<file path="src/assert_macros.svh">
// ----------------------------------------------------------------------------
// Assertion macros
// Shared concurrent assertion forms for the bitmap page transpose block.
// ----------------------------------------------------------------------------
`ifndef ASSERT_MACROS_SVH
`define ASSERT_MACROS_SVH

`ifndef NO_ASSERTIONS

// condition holds at every edge out of reset
`define ASSERT_ALWAYS(label, clk, rstn, cond) \
    label: assert property (@(posedge clk) disable iff (!rstn) (cond)) \
        else $error("assertion failed");

// antecedent implies consequent in the same cycle
`define ASSERT_IMPLIES(label, clk, rstn, ante, cons) \
    label: assert property (@(posedge clk) disable iff (!rstn) (ante) |-> (cons)) \
        else $error("assertion failed");

// antecedent implies consequent in the following cycle
`define ASSERT_NEXT(label, clk, rstn, ante, cons) \
    label: assert property (@(posedge clk) disable iff (!rstn) (ante) |=> (cons)) \
        else $error("assertion failed");

`else

`define ASSERT_ALWAYS(label, clk, rstn, cond)
`define ASSERT_IMPLIES(label, clk, rstn, ante, cons)
`define ASSERT_NEXT(label, clk, rstn, ante, cons)

`endif

`endif

</file>
<file path="src/btlp_pkg.sv">
`timescale 1ns / 1ps
// ----------------------------------------------------------------------------
// btlp_pkg
// Geometry constants and shared types of the bitmap page transpose block.
// ----------------------------------------------------------------------------
package btlp_pkg;

    localparam int HEADER_BYTES = 62;
    localparam int IMAGE_WIDTH  = 128;
    localparam int IMAGE_HEIGHT = 64;

    localparam int ROW_BYTES    = IMAGE_WIDTH / 8;
    localparam int FRAME_BYTES  = HEADER_BYTES + ROW_BYTES * IMAGE_HEIGHT;
    localparam int BAND_SLOTS   = 7;
    localparam int STORE_DEPTH  = BAND_SLOTS * ROW_BYTES;

    localparam int POS_W  = $clog2(FRAME_BYTES);
    localparam int COL_W  = (ROW_BYTES > 1) ? $clog2(ROW_BYTES) : 1;
    localparam int Y_W    = $clog2(IMAGE_HEIGHT);
    localparam int ADDR_W = $clog2(STORE_DEPTH);
    localparam int COLX_W = COL_W + 3;

    // where the next input byte lands in the frame
    typedef struct packed {
        logic             payload;
        logic             top;
        logic [2:0]       slot;
        logic [COL_W-1:0] col;
        logic [2:0]       page;
    } loc_t;

    // one gathered column byte group, row 0 on top
    typedef struct packed {
        logic [7:0][7:0]  rows;
        logic [2:0]       page;
        logic [COL_W-1:0] col;
    } burst_t;

    typedef enum logic [1:0] {
        G_IDLE,
        G_READ,
        G_LAST,
        G_HOLD
    } gstate_t;

endpackage

</file>
<file path="src/btlp_ram.sv">
`timescale 1ns / 1ps
// ----------------------------------------------------------------------------
// btlp_ram
// Generic simple dual-port RAM, one write and one registered read port.
// ----------------------------------------------------------------------------
module btlp_ram #(
    parameter int WIDTH = 8,
    parameter int DEPTH = 16
) (
    input  logic                     aclk,
    input  logic                     wr_en,
    input  logic [$clog2(DEPTH)-1:0] wr_addr,
    input  logic [WIDTH-1:0]         wr_data,
    input  logic                     rd_en,
    input  logic [$clog2(DEPTH)-1:0] rd_addr,
    output logic [WIDTH-1:0]         rd_data
);

    logic [WIDTH-1:0] mem [DEPTH];

    always_ff @(posedge aclk) begin
        if (wr_en) begin
            mem[wr_addr] <= wr_data;
        end
        if (rd_en) begin
            rd_data <= mem[rd_addr];
        end
    end

endmodule

</file>
<file path="src/btlp_locate.sv">
`timescale 1ns / 1ps
// ----------------------------------------------------------------------------
// btlp_locate
// Frame position tracker: header skip, byte column and display row counters.
// ----------------------------------------------------------------------------
`include "assert_macros.svh"

module btlp_locate
    import btlp_pkg::*;
(
    input  logic aclk,
    input  logic aresetn,
    input  logic accept,
    output loc_t info
);

    logic [POS_W-1:0] pos_reg, pos_next;
    logic [COL_W-1:0] col_reg, col_next;
    logic [Y_W-1:0]   y_reg, y_next;
    logic             payload;

    assign payload = (pos_reg >= POS_W'(HEADER_BYTES));

    always_comb begin
        info.payload = payload;
        info.top     = payload && (y_reg[2:0] == 3'd0);
        info.slot    = y_reg[2:0] - 3'd1;
        info.col     = col_reg;
        info.page    = 3'(y_reg >> 3);
    end

    always_comb begin
        pos_next = pos_reg;
        col_next = col_reg;
        y_next   = y_reg;
        if (accept) begin
            if (pos_reg == POS_W'(FRAME_BYTES - 1)) begin
                pos_next = '0;
                col_next = '0;
                y_next   = Y_W'(IMAGE_HEIGHT - 1);
            end else begin
                pos_next = pos_reg + 1'b1;
                if (payload) begin
                    if (col_reg == COL_W'(ROW_BYTES - 1)) begin
                        col_next = '0;
                        y_next   = y_reg - 1'b1;
                    end else begin
                        col_next = col_reg + 1'b1;
                    end
                end
            end
        end
    end

    always_ff @(posedge aclk) begin
        if (!aresetn) begin
            pos_reg <= '0;
            col_reg <= '0;
            y_reg   <= Y_W'(IMAGE_HEIGHT - 1);
        end else begin
            pos_reg <= pos_next;
            col_reg <= col_next;
            y_reg   <= y_next;
        end
    end

    `ASSERT_IMPLIES(a_top_in_payload, aclk, aresetn, info.top, info.payload)

endmodule

</file>
<file path="src/btlp_gather.sv">
`timescale 1ns / 1ps
// ----------------------------------------------------------------------------
// btlp_gather
// Band store write path and seven-read gather sequencer for top-row bytes.
// ----------------------------------------------------------------------------
`include "assert_macros.svh"

module btlp_gather
    import btlp_pkg::*;
(
    input  logic       aclk,
    input  logic       aresetn,
    input  logic       s_valid,
    output logic       s_ready,
    input  logic [7:0] s_file_byte,
    input  loc_t       info,
    output logic       burst_valid,
    input  logic       burst_ready,
    output burst_t     burst
);

    gstate_t           state_reg, state_next;
    logic [2:0]        cnt_reg, cnt_next;
    logic [ADDR_W-1:0] addr_reg, addr_next;
    logic [COL_W-1:0]  col_reg, col_next;
    logic [2:0]        page_reg, page_next;
    logic [7:0][7:0]   rows_reg, rows_next;
    logic              rd_pend_reg, rd_pend_next;
    logic [2:0]        rd_slot_reg, rd_slot_next;

    logic              accept;
    logic              top_acc;
    logic              wr_en;
    logic [ADDR_W-1:0] wr_addr;
    logic              rd_en;
    logic [ADDR_W-1:0] rd_addr;
    logic [7:0]        rd_data;

    assign accept  = s_valid && s_ready;
    assign top_acc = accept && info.top;
    assign wr_en   = accept && info.payload && !info.top;
    assign wr_addr = ADDR_W'(int'(info.slot) * ROW_BYTES + int'(info.col));

    btlp_ram #(
        .WIDTH (8),
        .DEPTH (STORE_DEPTH)
    ) u_band_ram (
        .aclk    (aclk),
        .wr_en   (wr_en),
        .wr_addr (wr_addr),
        .wr_data (s_file_byte),
        .rd_en   (rd_en),
        .rd_addr (rd_addr),
        .rd_data (rd_data)
    );

    // outputs of the sequencer
    always_comb begin
        s_ready     = 1'b0;
        rd_en       = 1'b0;
        rd_addr     = addr_reg;
        burst_valid = 1'b0;
        unique case (state_reg)
            G_IDLE: begin
                s_ready = 1'b1;
                rd_en   = top_acc;
                rd_addr = ADDR_W'(info.col);
            end
            G_READ: begin
                s_ready = !info.top && (!info.payload || info.col != col_reg);
                rd_en   = 1'b1;
            end
            G_LAST: begin
                s_ready = !info.top;
            end
            G_HOLD: begin
                s_ready     = !info.top;
                burst_valid = 1'b1;
            end
            default: begin
                s_ready = 1'b0;
            end
        endcase
    end

    // next state of the sequencer
    always_comb begin
        state_next = state_reg;
        unique case (state_reg)
            G_IDLE: begin
                if (top_acc) begin
                    state_next = G_READ;
                end
            end
            G_READ: begin
                if (cnt_reg == 3'(BAND_SLOTS - 1)) begin
                    state_next = G_LAST;
                end
            end
            G_LAST: begin
                state_next = G_HOLD;
            end
            G_HOLD: begin
                if (burst_ready) begin
                    state_next = G_IDLE;
                end
            end
            default: begin
                state_next = G_IDLE;
            end
        endcase
    end

    always_comb begin
        cnt_next     = cnt_reg;
        addr_next    = addr_reg;
        col_next     = col_reg;
        page_next    = page_reg;
        rows_next    = rows_reg;
        rd_pend_next = rd_en;
        rd_slot_next = rd_slot_reg;
        if (rd_pend_reg) begin
            rows_next[rd_slot_reg] = rd_data;
        end
        if (top_acc) begin
            rows_next[0] = s_file_byte;
            col_next     = info.col;
            page_next    = info.page;
            cnt_next     = 3'd1;
            rd_slot_next = 3'd1;
            addr_next    = ADDR_W'(int'(info.col) + ROW_BYTES);
        end else if (state_reg == G_READ) begin
            cnt_next     = cnt_reg + 3'd1;
            rd_slot_next = cnt_reg + 3'd1;
            addr_next    = ADDR_W'(int'(addr_reg) + ROW_BYTES);
        end
    end

    always_ff @(posedge aclk) begin
        if (!aresetn) begin
            state_reg   <= G_IDLE;
            cnt_reg     <= '0;
            rd_pend_reg <= 1'b0;
            rd_slot_reg <= '0;
        end else begin
            state_reg   <= state_next;
            cnt_reg     <= cnt_next;
            rd_pend_reg <= rd_pend_next;
            rd_slot_reg <= rd_slot_next;
        end
    end

    always_ff @(posedge aclk) begin
        addr_reg <= addr_next;
        col_reg  <= col_next;
        page_reg <= page_next;
        rows_reg <= rows_next;
    end

    assign burst.rows = rows_reg;
    assign burst.page = page_reg;
    assign burst.col  = col_reg;

    `ASSERT_IMPLIES(a_top_only_idle, aclk, aresetn, top_acc, state_reg == G_IDLE)
    `ASSERT_NEXT(a_top_starts_read, aclk, aresetn, top_acc, state_reg == G_READ)
    `ASSERT_IMPLIES(a_no_clash, aclk, aresetn, wr_en && rd_en, wr_addr != rd_addr)

endmodule

</file>
<file path="src/btlp_emit.sv">
`timescale 1ns / 1ps
// ----------------------------------------------------------------------------
// btlp_emit
// Result buffer: transposes a gathered group into eight column bytes.
// ----------------------------------------------------------------------------
`include "assert_macros.svh"

module btlp_emit
    import btlp_pkg::*;
(
    input  logic       aclk,
    input  logic       aresetn,
    input  logic       burst_valid,
    output logic       burst_ready,
    input  burst_t     burst,
    output logic       m_valid,
    input  logic       m_ready,
    output logic [7:0] m_lcd_byte,
    output logic [2:0] m_page,
    output logic [6:0] m_column,
    output logic       m_run_last
);

    logic              full_reg, full_next;
    logic [2:0]        k_reg, k_next;
    burst_t            buf_reg, buf_next;
    logic [COLX_W-1:0] colx;
    logic              m_accept;

    assign m_accept    = m_valid && m_ready;
    assign burst_ready = !full_reg || (m_ready && k_reg == 3'd7);

    always_comb begin
        full_next = full_reg;
        k_next    = k_reg;
        buf_next  = buf_reg;
        if (burst_valid && burst_ready) begin
            full_next = 1'b1;
            k_next    = 3'd0;
            buf_next  = burst;
        end else if (m_accept) begin
            if (k_reg == 3'd7) begin
                full_next = 1'b0;
            end else begin
                k_next = k_reg + 3'd1;
            end
        end
    end

    always_ff @(posedge aclk) begin
        if (!aresetn) begin
            full_reg <= 1'b0;
            k_reg    <= '0;
        end else begin
            full_reg <= full_next;
            k_reg    <= k_next;
        end
    end

    always_ff @(posedge aclk) begin
        buf_reg <= buf_next;
    end

    always_comb begin
        for (int j = 0; j < 8; j++) begin
            m_lcd_byte[j] = ~buf_reg.rows[j][3'd7 - k_reg];
        end
    end

    assign colx       = {buf_reg.col, k_reg};
    assign m_valid    = full_reg;
    assign m_page     = buf_reg.page;
    assign m_column   = 7'(colx);
    assign m_run_last = (k_reg == 3'd7);

    `ASSERT_NEXT(a_burst_unbroken, aclk, aresetn, m_valid && !(m_ready && m_run_last), m_valid)

endmodule

</file>
<file path="src/bitmap_to_lcd_page_transpose.sv">
`timescale 1ns / 1ps
// ----------------------------------------------------------------------------
// bitmap_to_lcd_page_transpose
// Converts a bottom-up 1-bit bitmap file stream into vertical page bytes.
// ----------------------------------------------------------------------------
// Header bytes and bytes of the seven lower rows of each page are taken one
// per cycle unless held back as below; the latter are written to a 112-byte
// band memory. A byte of a page's top row starts a gather that reads the
// seven stored bytes of its column group, one memory read per cycle, and then
// hands the group to the result buffer, which sends eight column bytes, one
// per cycle while the receiver is ready. Top-row bytes are therefore taken
// only while no gather runs, and a run of them is paced by the result port; a
// lower-row byte whose column group is being gathered waits until its reads
// are done. The band memory needs no clearing after reset.
module bitmap_to_lcd_page_transpose
    import btlp_pkg::*;
(
    input  logic       aclk,
    input  logic       aresetn,
    input  logic       s_valid,
    output logic       s_ready,
    input  logic [7:0] s_file_byte,
    output logic       m_valid,
    input  logic       m_ready,
    output logic [7:0] m_lcd_byte,
    output logic [2:0] m_page,
    output logic [6:0] m_column,
    output logic       m_run_last
);

    loc_t   info;
    burst_t burst;
    logic   burst_valid;
    logic   burst_ready;

    btlp_locate u_locate (
        .aclk    (aclk),
        .aresetn (aresetn),
        .accept  (s_valid && s_ready),
        .info    (info)
    );

    btlp_gather u_gather (
        .aclk        (aclk),
        .aresetn     (aresetn),
        .s_valid     (s_valid),
        .s_ready     (s_ready),
        .s_file_byte (s_file_byte),
        .info        (info),
        .burst_valid (burst_valid),
        .burst_ready (burst_ready),
        .burst       (burst)
    );

    btlp_emit u_emit (
        .aclk        (aclk),
        .aresetn     (aresetn),
        .burst_valid (burst_valid),
        .burst_ready (burst_ready),
        .burst       (burst),
        .m_valid     (m_valid),
        .m_ready     (m_ready),
        .m_lcd_byte  (m_lcd_byte),
        .m_page      (m_page),
        .m_column    (m_column),
        .m_run_last  (m_run_last)
    );

endmodule

</file>
<file path="config.mk">
export PLATFORM = sky130hd
export DESIGN_NAME = bitmap_to_lcd_page_transpose
export DESIGN_NICKNAME = d
export VERILOG_FILES = /design/src/btlp_pkg.sv /design/src/btlp_ram.sv /design/src/btlp_locate.sv /design/src/btlp_gather.sv /design/src/btlp_emit.sv /design/src/bitmap_to_lcd_page_transpose.sv
export VERILOG_INCLUDE_DIRS = /design/src /design/src/src
export SDC_FILE = /design/constraint.sdc
export NUM_CORES = 1
export LEC_CHECK = 0
export BUFFER_PORTS_ARGS = -buffer_cell sky130_fd_sc_hd__buf_2
export CORE_MARGIN = 1.5
export CORE_UTILIZATION = 63
export CTS_CLUSTER_SIZE = 12
export DETAILED_ROUTE_END_ITERATION = 12
export GPL_TIMING_DRIVEN = 1
export HOLD_SLACK_MARGIN = 0.08
export PLACE_DENSITY_LB_ADDON = 0.08
export SLEW_MARGIN = 20
export SYNTH_ARGS = -nofsm -noshare
export SYNTH_HDL_FRONTEND = slang
export SYNTH_SLANG_ARGS = --single-unit
</file>
<file path="constraint.sdc">
create_clock -name aclk -period 5.7 [get_ports aclk]
set_input_delay 0.855 -clock aclk [delete_from_list [all_inputs] [get_ports aclk]]
set_output_delay 0.855 -clock aclk [all_outputs]
set_load 0.005 [all_outputs]
</file>
==> metrics.md <==
| Metric | Value |
|---|---|
| Status | completed |
| Area contributors post-synth | edfxtp_1 74%, mux4_2 7.2%, mux2i_1 3.5% |
| Asr flop ratio synth | 0% |
| Worst-path clk slew | 0.06 ns |
| Arrival @ worst endpoint | 4.53 ns |
| Mapped Cells | 2,383 |
| Synth area leader | edfxtp_1 |
| Hold_sp | u_gather.burst[41]$_DFFE_PP_ |
| I/O Buffers | 32 |
| PwrDens | 353 nW/um^2 |
| DR iter-0 viols | 2,933 |
| Number of flops mapped to enable cells by yosys | 1,053 |
| Crit path kind | register to register |
| Max FFs per register | 896 |
| Unique masters post-synth | 74 |
| Critical Path Sink Type | register |
| Worst-margin pin slew | 1.01 ns |
| Yosys warning total | 0 |
| Inserted Diodes | 0 |
| Peak supply drop | 0.320 mV |
| Syn Std Cell Area | 42,600 um^2 |
| Worst path top cell family by delay | multiplexers |
| Worst path required time | 6.08 ns |
| FF-to-FF Start | u_gather.state_reg[0]$_SDFFE_PN0P_ |
| Worst setup SP type | register |
| Num CTS Buffers | 106 |
| Routed vias/inst | 6.60 |
| Tcrit/Tclk final | 72.7% |
| Worst Hold Path EP | u_emit.buf_reg[41]$_DFFE_PP_ |
| Vias in the first global route | 22,000 |
| CTS Hold Bufs | 0 |
| Min cycle time layout | 4.15 ns |
| Bufs and invs on worst path | 4 |
| Mapped Avg Cell Area | 17.9 um^2 |
| WL per Instance | 28.4 um |
| Total GRT Usage | 28.0% |
| Total of max-cap violations | 0 |
| Finished Layout Cells | 3,373 |
| RR Endpoint | u_gather.u_band_ram.rd_data[1]$_DFFE_PP_ |
| Initial core utilization | 63.5% |
| Fmax | 241 MHz |
| Cells along the critical path | inv_1 > ha_1 > buf_4 > mux2i_4 > buf_12 > buf_12 > mux4_2 > o22ai_1 > a31oi_1 > nand4_1 > nor4_2 |
| Worst relative slew slack | 32.7% |
| Share of cells above drive strength 1 | 16.0% |
| Sequential area share after synthesis | 75.7% |
| Slowest CP cell | mux2i_4 |
| Io pins | 33 |
| Final TNS setup | 0 ns |
| Final HPWL DP | 58.1 mm |
| Largest net degree at the start of global routing | 82 |
| Die height | 263 um |
| Synth Flop Type | edfxtp_1 |
| Core area | 67,000 um^2 |
| Top cell by count, worst path | buf_12 |
| Grt ovf | 0 |
| Final #Nets | 2,469 |
| Die X | 263 um |
| #FFs+latches synth | 1,084 |
| Post-CTS Resized | 0 |
| Clock Tree Root | clkbuf_16 |
| CTS tree | done |
| Class of the worst hold path | register to register |
| FF-to-FF path depth | 11 |
| Initial antenna violation count | 1 |
| Max-slew violations | 0 |
| Dpl cells | 3,207 |
| Share of the synthesized area in the top cell type | 74.2% |
| Residual DRC count | 0 |
| GP Congestion | 0.851 |
| Die ar. | 69,200 um^2 |
| Global-route wire length before repair | 142 mm |
| Most instantiated library cell after synthesis | edfxtp_1 |
| H-Tree Depth | 3 |
| WL final | 95.9 mm |
| Maximum clock path buffer count | 3 |
| Unrepaired setup endpoints after global routing | false |
| Hold Path Cell Cnt | 0 |
| FP Rows | 95 |
| Critical Path Max Stage Delay | 0.79 ns |
| Post-Syn Nets | 2,410 |
| Crit-path max FO | 56 |
| Reg2reg setup slack | 1.55 ns |
| Total number of vias | 22,200 |
| Worst-Skew Late Latency | 0.66 ns |
| Syn-to-layout area delta | 9.39% |
| Worst Skew | 0.0227 ns |
| Hold Vio Cnt, Final | 0 |
| Post-route antenna net violation count | 0 |
| Setup violators final | 0 |
| Pleak | 15.2 nW |
| Number of setup buffers added after CTS | 0 |
| CTS sink count | 1,084 |
| Top post-synthesis cells by count | 1,053 x edfxtp_1, 284 x nand2_1, 151 x nor2_1 |
| Drt first pass iters | 5 |
[placed cells by master, fill, tap and decap left out, types with 31 or more instances in the layout]
master	Yosys	layout
edfxtp_1	1053	1053
nand2_1	284	284
mux2i_1	150	149
nor2_1	151	148
mux4_2	136	136
clkbuf_16	0	108
nand3_1	49	49
buf_4	20	44
clkbuf_1	36	36
a21oi_1	35	35
a31oi_1	33	33
a32o_1	33	33
a22oi_1	32	32
dfxtp_1	31	31
[cells by family (layout without fill, tap and decap cells)]
| group | after synthesis | count (layout) | share of synthesized area, % |
|---|---|---|---|
| and+or+nand+nor | 611 | 611 | 6.56 |
| AOI/OAI and AO/OA | 220 | 220 | 4.01 |
| DFF | 1084 | 1084 | 75.7 |
| muxes | 302 | 302 | 11.2 |
| buffers and inverters | 135 | 252 | 1.80 |
| xor gates and xnor gates | 16 | 16 | 0.329 |
| adders and majority gates | 15 | 15 | 0.441 |
[through the flow]
step | setup WS, ns | power [mW] | instance area, um^2 | util, % | hold slack, ns
detailed placement | 1.51 | 10.4 | 43600 | 65.0 | 0.405
global placement | 1.55 | 10.3 | 43600 | 65.0 | 0.401
global route | 1.37 | 16.9 | 46600 | 69.5 | 0.422
CTS | 1.51 | 16.5 | 46600 | 69.4 | 0.417
finish | 1.55 | 16.4 | 46600 | 69.5 | 0.416
floorplan | 1.01 | 9.85 | 42600 | - | 0.400
[power by group]
group          internal [mW]  leakage [nW]  total [mW]  switching, mW
Sequential              8.78          9.71        8.84         0.0568
Clock                   3.50          1.46        6.24           2.73
Combinational          0.481          4.03        1.36          0.879
Total                   12.8          15.2        16.4           3.67
[cell type report]
| type | count | area [um^2] |
|---|---|---|
| Sequential cell | 1084 | 32200 |
| Multi-Input combinational cell | 1164 | 9660 |
| Tap cell | 873 | 1090 |
| Timing Repair Buffer | 74 | 571 |
| Inverter | 12 | 45.0 |
| Clock inverter | 20 | 125 |
| Fill cell | 4268 | 20400 |
| Clock buffer | 146 | 2870 |
[worst reg2reg max path, stage by stage (launching register included)]
cell     delay [ns]
dfxtp_1        0.35
inv_1          0.10
ha_1           0.16
buf_4          0.28
mux2i_4        0.81
buf_12         0.48
buf_12         0.39
mux4_2         0.60
o22ai_1        0.25
a31oi_1        0.13
nand4_1        0.28
nor4_2         0.06
[worst max-delay path by stage]
stage          cells past startpoint                               start  slack [ns]                                  endpoint
4_1_cts                           11  u_gather.state_reg[0]$_SDFFE_PN0P_        1.51  u_gather.u_band_ram.rd_data[5]$_DFFE_PP_
3_5_place_dp                      11  u_gather.state_reg[0]$_SDFFE_PN0P_        1.51  u_gather.u_band_ram.rd_data[5]$_DFFE_PP_
5_1_grt                           11  u_gather.state_reg[0]$_SDFFE_PN0P_        1.37  u_gather.u_band_ram.rd_data[5]$_DFFE_PP_
3_3_place_gp                      11  u_gather.state_reg[0]$_SDFFE_PN0P_        1.55  u_gather.u_band_ram.rd_data[5]$_DFFE_PP_
2_1_floorplan                      4                             m_ready        1.01              u_emit.k_reg[0]$_SDFFE_PP0P_
6_report                          11  u_gather.state_reg[0]$_SDFFE_PN0P_        1.55  u_gather.u_band_ram.rd_data[1]$_DFFE_PP_
[layer usage]
layer  GRT usage (%)  up-vias  routed length [um]
met3            3.84      164                8060
li1                -     9563                   -
met2            43.3     1101               45400
met5               0        -                   0
met1            42.2    11400               39700
met4            9.12        0                2690
Power figures use the tool's default switching activity.
